**src/rtl/dlv_pkg.sv**
```systemverilog
// shared types, constants and class-pair table for the decimal literal validator
// no dependencies
`timescale 1ns / 1ps

package dlv_pkg;

    localparam int FIFO_DEPTH = 4;

    localparam logic [7:0] CHAR_EXP   = 8'h65;
    localparam logic [7:0] CHAR_PLUS  = 8'h2B;
    localparam logic [7:0] CHAR_MINUS = 8'h2D;
    localparam logic [7:0] CHAR_DOT   = 8'h2E;
    localparam logic [7:0] CHAR_SPACE = 8'h20;
    localparam logic [7:0] CHAR_ZERO  = 8'h30;
    localparam logic [7:0] CHAR_NINE  = 8'h39;

    typedef enum logic [2:0] {
        CLS_DIGIT = 3'd0,
        CLS_SIGN  = 3'd1,
        CLS_DOT   = 3'd2,
        CLS_EXP   = 3'd3,
        CLS_END   = 3'd4,
        CLS_BAD   = 3'd5,
        CLS_SPACE = 3'd6
    } cls_t;

    typedef struct packed {
        logic term;
        cls_t cls;
    } item_t;

    // bit n of a row is set when class n may follow the row's class
    localparam logic [4:0] PAIR_OK [5] = '{
        5'b11101,
        5'b00101,
        5'b11001,
        5'b00011,
        5'b00111
    };

    function automatic logic pair_allowed(logic [2:0] prev, logic [2:0] cur);
        logic ok;
        if (prev > 3'(CLS_END) || cur > 3'(CLS_END)) begin
            ok = 1'b0;
        end else begin
            ok = PAIR_OK[prev][cur];
        end
        return ok;
    endfunction

endpackage

```
**src/rtl/decimal_literal_validator_core.sv**
```systemverilog
// Decimal literal validator: takes a string one byte per transfer (s_tlast marks the
// terminator transfer, whose byte is ignored) and answers on m_tdata[0] whether the string
// is a valid decimal literal. One byte is accepted every cycle while s_tready is high; a
// byte is classified on entry, queued in a FIFO_DEPTH-entry queue and consumed by the
// grammar state one per cycle unless a terminator waits at the head behind a stalled
// result register, which holds the verdict and drives m_tvalid. Only the terminator
// produces a result; s_tready drops only when the queue fills behind that register.
// depends on dlv_pkg, dlv_front, dlv_fifo, dlv_back
`timescale 1ns / 1ps

module decimal_literal_validator_core #(
    parameter int FIFO_DEPTH = dlv_pkg::FIFO_DEPTH
) (
    input  logic       aclk,
    input  logic       aresetn,
    input  logic       s_tvalid,
    output logic       s_tready,
    input  logic [7:0] s_tdata,     // [7:0] char_code
    input  logic       s_tlast,     // terminator
    output logic       m_tvalid,
    input  logic       m_tready,
    output logic [7:0] m_tdata      // [0] is_valid_number, [7:1] zero
);

    logic           q_full, q_push, q_valid, q_pop;
    dlv_pkg::item_t push_item, head_item;

    dlv_front u_front (
        .s_tvalid (s_tvalid),
        .s_tready (s_tready),
        .s_tdata  (s_tdata),
        .s_tlast  (s_tlast),
        .q_full   (q_full),
        .q_push   (q_push),
        .q_item   (push_item)
    );

    dlv_fifo #(
        .DEPTH (FIFO_DEPTH)
    ) u_fifo (
        .aclk      (aclk),
        .aresetn   (aresetn),
        .push      (q_push),
        .push_item (push_item),
        .full      (q_full),
        .pop       (q_pop),
        .not_empty (q_valid),
        .head_item (head_item)
    );

    dlv_back u_back (
        .aclk     (aclk),
        .aresetn  (aresetn),
        .q_valid  (q_valid),
        .q_item   (head_item),
        .q_pop    (q_pop),
        .m_tvalid (m_tvalid),
        .m_tready (m_tready),
        .m_tdata  (m_tdata)
    );

endmodule

```
**src/rtl/dlv_front.sv**
```systemverilog
// front end: input handshake and byte classification into queue items
// depends on dlv_pkg
`timescale 1ns / 1ps

module dlv_front (
    input  logic           s_tvalid,
    output logic           s_tready,
    input  logic [7:0]     s_tdata,
    input  logic           s_tlast,
    input  logic           q_full,
    output logic           q_push,
    output dlv_pkg::item_t q_item
);

    function automatic dlv_pkg::cls_t classify(logic [7:0] c);
        dlv_pkg::cls_t cls;
        priority if (c == dlv_pkg::CHAR_SPACE) begin
            cls = dlv_pkg::CLS_SPACE;
        end else if (c == dlv_pkg::CHAR_EXP) begin
            cls = dlv_pkg::CLS_EXP;
        end else if (c == dlv_pkg::CHAR_PLUS || c == dlv_pkg::CHAR_MINUS) begin
            cls = dlv_pkg::CLS_SIGN;
        end else if (c == dlv_pkg::CHAR_DOT) begin
            cls = dlv_pkg::CLS_DOT;
        end else if (c >= dlv_pkg::CHAR_ZERO && c <= dlv_pkg::CHAR_NINE) begin
            cls = dlv_pkg::CLS_DIGIT;
        end else begin
            cls = dlv_pkg::CLS_BAD;
        end
        return cls;
    endfunction

    assign s_tready    = !q_full;
    assign q_push      = s_tvalid && !q_full;
    assign q_item.term = s_tlast;
    assign q_item.cls  = s_tlast ? dlv_pkg::CLS_END : classify(s_tdata);

endmodule

```
**src/rtl/dlv_fifo.sv**
```systemverilog
// short queue of classified items between front and back end
// depends on dlv_pkg
`timescale 1ns / 1ps

module dlv_fifo #(
    parameter int DEPTH = dlv_pkg::FIFO_DEPTH
) (
    input  logic           aclk,
    input  logic           aresetn,
    input  logic           push,
    input  dlv_pkg::item_t push_item,
    output logic           full,
    input  logic           pop,
    output logic           not_empty,
    output dlv_pkg::item_t head_item
);

    localparam int PTR_W = (DEPTH > 1) ? $clog2(DEPTH) : 1;
    localparam int CNT_W = $clog2(DEPTH + 1);

    dlv_pkg::item_t     mem_reg [DEPTH];
    logic [PTR_W-1:0]   wr_ptr_reg, wr_ptr_next;
    logic [PTR_W-1:0]   rd_ptr_reg, rd_ptr_next;
    logic [CNT_W-1:0]   count_reg, count_next;
    logic               do_push, do_pop;

    assign full      = count_reg == CNT_W'(DEPTH);
    assign not_empty = count_reg != '0;
    assign head_item = mem_reg[rd_ptr_reg];
    assign do_push   = push && !full;
    assign do_pop    = pop && not_empty;

    always_comb begin
        wr_ptr_next = wr_ptr_reg;
        rd_ptr_next = rd_ptr_reg;
        count_next  = count_reg;
        if (do_push) begin
            wr_ptr_next = (wr_ptr_reg == PTR_W'(DEPTH - 1)) ? '0 : wr_ptr_reg + 1'b1;
        end
        if (do_pop) begin
            rd_ptr_next = (rd_ptr_reg == PTR_W'(DEPTH - 1)) ? '0 : rd_ptr_reg + 1'b1;
        end
        if (do_push && !do_pop) begin
            count_next = count_reg + 1'b1;
        end else if (do_pop && !do_push) begin
            count_next = count_reg - 1'b1;
        end
    end

    always_ff @(posedge aclk) begin
        if (!aresetn) begin
            wr_ptr_reg <= '0;
            rd_ptr_reg <= '0;
            count_reg  <= '0;
        end else begin
            wr_ptr_reg <= wr_ptr_next;
            rd_ptr_reg <= rd_ptr_next;
            count_reg  <= count_next;
        end
    end

    always_ff @(posedge aclk) begin
        if (do_push) begin
            mem_reg[wr_ptr_reg] <= push_item;
        end
    end

endmodule

```
**src/rtl/dlv_back.sv**
```systemverilog
// back end: literal grammar state, verdict on terminator, output register
// depends on dlv_pkg
`timescale 1ns / 1ps

module dlv_back (
    input  logic           aclk,
    input  logic           aresetn,
    input  logic           q_valid,
    input  dlv_pkg::item_t q_item,
    output logic           q_pop,
    output logic           m_tvalid,
    input  logic           m_tready,
    output logic [7:0]     m_tdata      // [0] is_valid_number, [7:1] zero
);

    dlv_pkg::cls_t prev_class_reg, prev_class_next;
    logic          digit_seen_reg, digit_seen_next;
    logic [1:0]    sign_count_reg, sign_count_next;
    logic          dot_seen_reg, dot_seen_next;
    logic          exp_seen_reg, exp_seen_next;
    logic          dot_barred_reg, dot_barred_next;
    logic          rejected_reg, rejected_next;
    logic          started_reg, started_next;
    logic          trailing_reg, trailing_next;
    logic          out_valid_reg, out_valid_next;
    logic          result_reg, result_next;
    logic          out_free;

    assign out_free = !out_valid_reg || m_tready;
    assign q_pop    = q_valid && (!q_item.term || out_free);
    assign m_tvalid = out_valid_reg;
    assign m_tdata  = {7'd0, result_reg};

    always_comb begin
        prev_class_next = prev_class_reg;
        digit_seen_next = digit_seen_reg;
        sign_count_next = sign_count_reg;
        dot_seen_next   = dot_seen_reg;
        exp_seen_next   = exp_seen_reg;
        dot_barred_next = dot_barred_reg;
        rejected_next   = rejected_reg;
        started_next    = started_reg;
        trailing_next   = trailing_reg;
        out_valid_next  = out_valid_reg && !m_tready;
        result_next     = result_reg;

        if (q_pop) begin
            if (q_item.term) begin
                out_valid_next  = 1'b1;
                result_next     = !rejected_reg && digit_seen_reg
                    && dlv_pkg::pair_allowed(prev_class_reg, dlv_pkg::CLS_END);
                prev_class_next = dlv_pkg::CLS_END;
                digit_seen_next = 1'b0;
                sign_count_next = 2'd0;
                dot_seen_next   = 1'b0;
                exp_seen_next   = 1'b0;
                dot_barred_next = 1'b0;
                rejected_next   = 1'b0;
                started_next    = 1'b0;
                trailing_next   = 1'b0;
            end else if (rejected_reg) begin
                rejected_next = 1'b1;
            end else if (q_item.cls == dlv_pkg::CLS_SPACE) begin
                if (started_reg) begin
                    trailing_next = 1'b1;
                end
            end else if (trailing_reg) begin
                rejected_next = 1'b1;
            end else begin
                started_next = 1'b1;
                if (q_item.cls == dlv_pkg::CLS_BAD
                    || !dlv_pkg::pair_allowed(prev_class_reg, q_item.cls)) begin
                    rejected_next = 1'b1;
                end else begin
                    prev_class_next = q_item.cls;
                    unique case (q_item.cls)
                        dlv_pkg::CLS_DIGIT: begin
                            digit_seen_next = 1'b1;
                        end
                        dlv_pkg::CLS_SIGN: begin
                            if (sign_count_reg >= 2'd2) begin
                                rejected_next = 1'b1;
                            end else begin
                                sign_count_next = sign_count_reg + 2'd1;
                            end
                        end
                        dlv_pkg::CLS_DOT: begin
                            if (dot_seen_reg || dot_barred_reg) begin
                                rejected_next = 1'b1;
                            end else begin
                                dot_seen_next = 1'b1;
                            end
                        end
                        dlv_pkg::CLS_EXP: begin
                            if (exp_seen_reg || !digit_seen_reg) begin
                                rejected_next = 1'b1;
                            end
                            exp_seen_next   = 1'b1;
                            dot_barred_next = 1'b1;
                        end
                        default: begin
                            rejected_next = 1'b1;
                        end
                    endcase
                end
            end
        end
    end

    always_ff @(posedge aclk) begin
        if (!aresetn) begin
            prev_class_reg <= dlv_pkg::CLS_END;
            digit_seen_reg <= 1'b0;
            sign_count_reg <= 2'd0;
            dot_seen_reg   <= 1'b0;
            exp_seen_reg   <= 1'b0;
            dot_barred_reg <= 1'b0;
            rejected_reg   <= 1'b0;
            started_reg    <= 1'b0;
            trailing_reg   <= 1'b0;
            out_valid_reg  <= 1'b0;
        end else begin
            prev_class_reg <= prev_class_next;
            digit_seen_reg <= digit_seen_next;
            sign_count_reg <= sign_count_next;
            dot_seen_reg   <= dot_seen_next;
            exp_seen_reg   <= exp_seen_next;
            dot_barred_reg <= dot_barred_next;
            rejected_reg   <= rejected_next;
            started_reg    <= started_next;
            trailing_reg   <= trailing_next;
            out_valid_reg  <= out_valid_next;
        end
    end

    always_ff @(posedge aclk) begin
        result_reg <= result_next;
    end

endmodule

```
**config.mk**
```make
export PLATFORM = sky130hd
export DESIGN_NAME = decimal_literal_validator_core
export DESIGN_NICKNAME = d
export VERILOG_FILES = /design/src/rtl/dlv_pkg.sv /design/src/rtl/decimal_literal_validator_core.sv /design/src/rtl/dlv_front.sv /design/src/rtl/dlv_fifo.sv /design/src/rtl/dlv_back.sv
export SDC_FILE = /design/constraint.sdc
export NUM_CORES = 1
export LEC_CHECK = 0
export CAP_MARGIN = 25
export CORE_AREA = 2 2 84 86
export DETAILED_ROUTE_END_ITERATION = 10
export DIE_AREA = 0 0 86 88
export DONT_BUFFER_PORTS = 1
export PLACE_DENSITY_LB_ADDON = 0.3
export SLEW_MARGIN = 25
export SYNTH_ARGS = -nofsm -noshare
export SYNTH_HDL_FRONTEND = slang
export SYNTH_SLANG_ARGS = --single-unit
export TNS_END_PERCENT = 1
```
**constraint.sdc**
```tcl
create_clock -name aclk -period 7.64 [get_ports aclk]
set_input_delay 1.528 -clock aclk [delete_from_list [all_inputs] [get_ports aclk]]
set_output_delay 1.528 -clock aclk [all_outputs]
set_load 0.05 [all_outputs]
```
==> load_flow_metrics.sql <==
INSERT INTO impl_metrics (metric_group, metric, value, unit) VALUES
('yosys', 'post-synth-top-area-cell', 'sky130_fd_sc_hd__edfxtp_1', ''),
('clock_tree', 'clk-insertion-delay-late', '0.28', 'ns'),
('yosys', 'synth_largest_type_area_fraction', '25.52', '%'),
('yosys', 'ys_ff_latch', '38', ''),
('timing', 'setup_viol_count_final', '0', ''),
('clock_tree', 'cts_root_buffer', 'sky130_fd_sc_hd__clkbuf_8', ''),
('clock_tree', 'post-cts-setup-buffer-count', '0', ''),
('critical_path', 'r2r.worst_path.cells', '10', ''),
('die', 'floorplan.rows', '30', ''),
('pwr', 'peakVddDrop', '79.09', 'µV'),
('place', 'place.detailed.instances', '260', ''),
('layout', 'finalNetCount', '208', ''),
('yosys', 'postSynthCellCount', '187', ''),
('timing', 'finalHoldWorstSlack', '0.4503', 'ns'),
('clock_tree', 'tritoncts_clock_tree', 'built', ''),
('yosys', 'synth-compound-area-share', '12.88', '%'),
('drt', 'drt-initial-drc-count', '49', ''),
('clock_tree', 'clock_sinks', '38', ''),
('timing', 'max_clock_freq', '332.3', 'MHz'),
('drt', 'route.vias.total', '1381', ''),
('drt', 'firstDrtPassIters', '4', ''),
('yosys', 'post_synthesis_share_of_cell_area_spent_on_full_adders_half_adders_and_majority_gates', '5.378', '%'),
('yosys', 'synthFlopType', 'sky130_fd_sc_hd__dfxtp_1', ''),
('global_routing', 'grt_first_pass_wirelength', '6030', 'µm'),
('pwr', 'p_per_area', '329.9', 'mW/mm²'),
('timing', 'slew_violations', '0', ''),
('die', 'floorplan.die.width', '86', 'µm'),
('clock_tree', 'clk_path_buf_depth', '2', ''),
('drt', 'drc', '0', ''),
('run_status', 'run_status', 'complete, no violations', ''),
('critical_path', 'timing.setup.critical_path_class', 'input port to register', ''),
('critical_path', 'worstSetupEndpointType', 'register', ''),
('drt', 'route.detailed.vias_per_inst', '5.153', ''),
('layout', 'final_common_cell', 'sky130_fd_sc_hd__nor2_1', ''),
('worst_hold_path', 'hold_path.class', 'register to register', ''),
('timing', 'finalSetupTns', '0', 'ns'),
('critical_path', 'critical_path_required', '7.85', 'ns'),
('pwr', 'p_leak', '0.0007716', 'µW'),
('place', 'final_weighted_congestion_in_routability_driven_placement', '0.7532', ''),
('global_routing', 'gr-usage-all-layers', '10.03', '%'),
('layout', 'highest_count_cells_in_the_layout_ignoring_fill_and_taps', 'sky130_fd_sc_hd__nor2_1 (22), sky130_fd_sc_hd__dfxtp_1 (21), sky130_fd_sc_hd__edfxtp_1 (17)', ''),
('layout', 'diodes', '0', ''),
('place', 'io_buffers', '0', ''),
('yosys', 'synth-edff-count', '17', ''),
('global_routing', 'grt_pass1_vias', '1315', ''),
('place', 'detailed_place_hpwl', '2642', 'µm'),
('die', 'initial_core_utilization', '30.11', '%'),
('critical_path', 'critical_path_peak_fanout', '3', ''),
('clock_tree', 'cts.clk_slew.worst_paths', '0.07', 'ns'),
('drt', 'route.detailed.wl_per_inst', '13.03', 'µm'),
('clock_tree', 'cts_hold_repair.buffers', '0', ''),
('yosys', 'synth_area_per_cell', '10.70', 'µm²'),
('timing', 'finalCriticalPeriod', '3.009', 'ns'),
('layout', 'final_cells', '268', ''),
('global_routing', 'grt_max_degree', '13', ''),
('timing', 'skew', '0.008536', 'ns'),
('layout', 'synthesis_to_finish_area_growth', '6.004', '%'),
('yosys', 'syn_area', '0.002001', 'mm²'),
('yosys', 'synth.lib_cells_used.distinct', '53', ''),
('die', 'die_h', '88', 'µm'),
('die', 'coreArea', '0.006644', 'mm²'),
('critical_path', 'crit_path_start_kind', 'input port', ''),
('clock_tree', 'clock_buffer_count_from_cts', '5', ''),
('critical_path', 'critical_path_arrival', '3.22', 'ns'),
('yosys', 'yosys-mux-area-fraction', '7.505', '%'),
('yosys', 'synth_xor_area_share', '1.313', '%'),
('yosys', 'synth.yosys.seq_area_share', '46.53', '%'),
('timing', 'slew_headroom', '53.21', '%'),
('timing', 'final_cycle_utilization_of_the_critical_path', '39.39', '%'),
('job', 'max_cap_viol_count', '0', ''),
('timing', 'report.final.hold_viol_count', '0', '');
## per-layer routing
| metal | global-route usage (%) | vias up | share of wire, % |
|---|---|---|---|
| met5 | 0 | - | 0 |
| met4 | 4.185 | 0 | 1.0 |
| met3 | 3.205 | 2 | 5.0 |
| met2 | 15.72 | 32 | 48 |
| met1 | 12.80 | 662 | 46 |
| li1 | - | 685 | - |
## Yosys cell counts (all sizes together) (2+ instances only)
cell type and count:
a211oi 2, a21oi 8, a31oi 3, a32o 2, and3 5, buf 10
clkbuf 3, dfxtp 21, edfxtp 17, ha 7, inv 7, mux2i 6
mux4 4, nand2 8, nand2b 5, nand3 4, nand3b 5, nor2 22
nor3 5, nor4 4, o21ai 7, or3 4, or4 2, xor2 3
## worst max-delay path: stages
cell and delay, ns:
sky130_fd_sc_hd__and3b_1 0.22, sky130_fd_sc_hd__nor2_1 0.09, sky130_fd_sc_hd__inv_1 0.10, sky130_fd_sc_hd__ha_1 0.18, sky130_fd_sc_hd__inv_1 0.07, sky130_fd_sc_hd__fa_1 0.42, sky130_fd_sc_hd__xor2_1 0.17, sky130_fd_sc_hd__or3_1 0.30
sky130_fd_sc_hd__a21oi_1 0.14
## cell type report
cell class	count	area, µm²
clock inverter	3	16.27
multi-input combinational	135	978.4
clock buffer	5	68.82
sequential	38	930.9
tap	80	100.1
fill	680	4523
inverter	7	26.28
## per-stage QoR
step           instance area (µm²)  total power (µW)  setup WS, ns
2_1_floorplan                 2023             533.1         4.442
3_3_place_gp                  2036             572.2         4.369
3_5_place_dp                  2036             574.8         4.331
4_1_cts                       2121             707.5         4.627
5_1_grt                       2121             756.6         4.464
6_report                      2121             699.7         4.631
## logic make-up after synthesis
family                     Yosys count
muxes                               10
buffers and inverters               20
adders and majority gates            8
and+or+nand+nor                     73
xor gates and xnor gates             3
other                                1
AOI/OAI and AO/OA                   34
DFF                                 38
## report_power, final
group          leakage [µW]  total [µW]  switching [µW]  internal [µW]
combinational      0.000403         272             164            109
clock             0.0000416         132            69.6           62.5
sequential         0.000327         295            46.7            248
## final timing paths
path,start,end,slack [ns]
worst max-delay path,m_tready,u_fifo.count_reg[2]$_SDFFE_PN0P_,4.63
worst min-delay path,u_back.dot_seen_reg$_SDFFE_PN0P_,u_back.dot_seen_reg$_SDFFE_PN0P_,0.45
worst max register to register,register,u_fifo.count_reg[2]$_SDFFE_PN0P_,4.89
worst min register to register,u_back.dot_seen_reg$_SDFFE_PN0P_,u_back.dot_seen_reg$_SDFFE_PN0P_,0.45
Power figures use the tool's default switching activity.
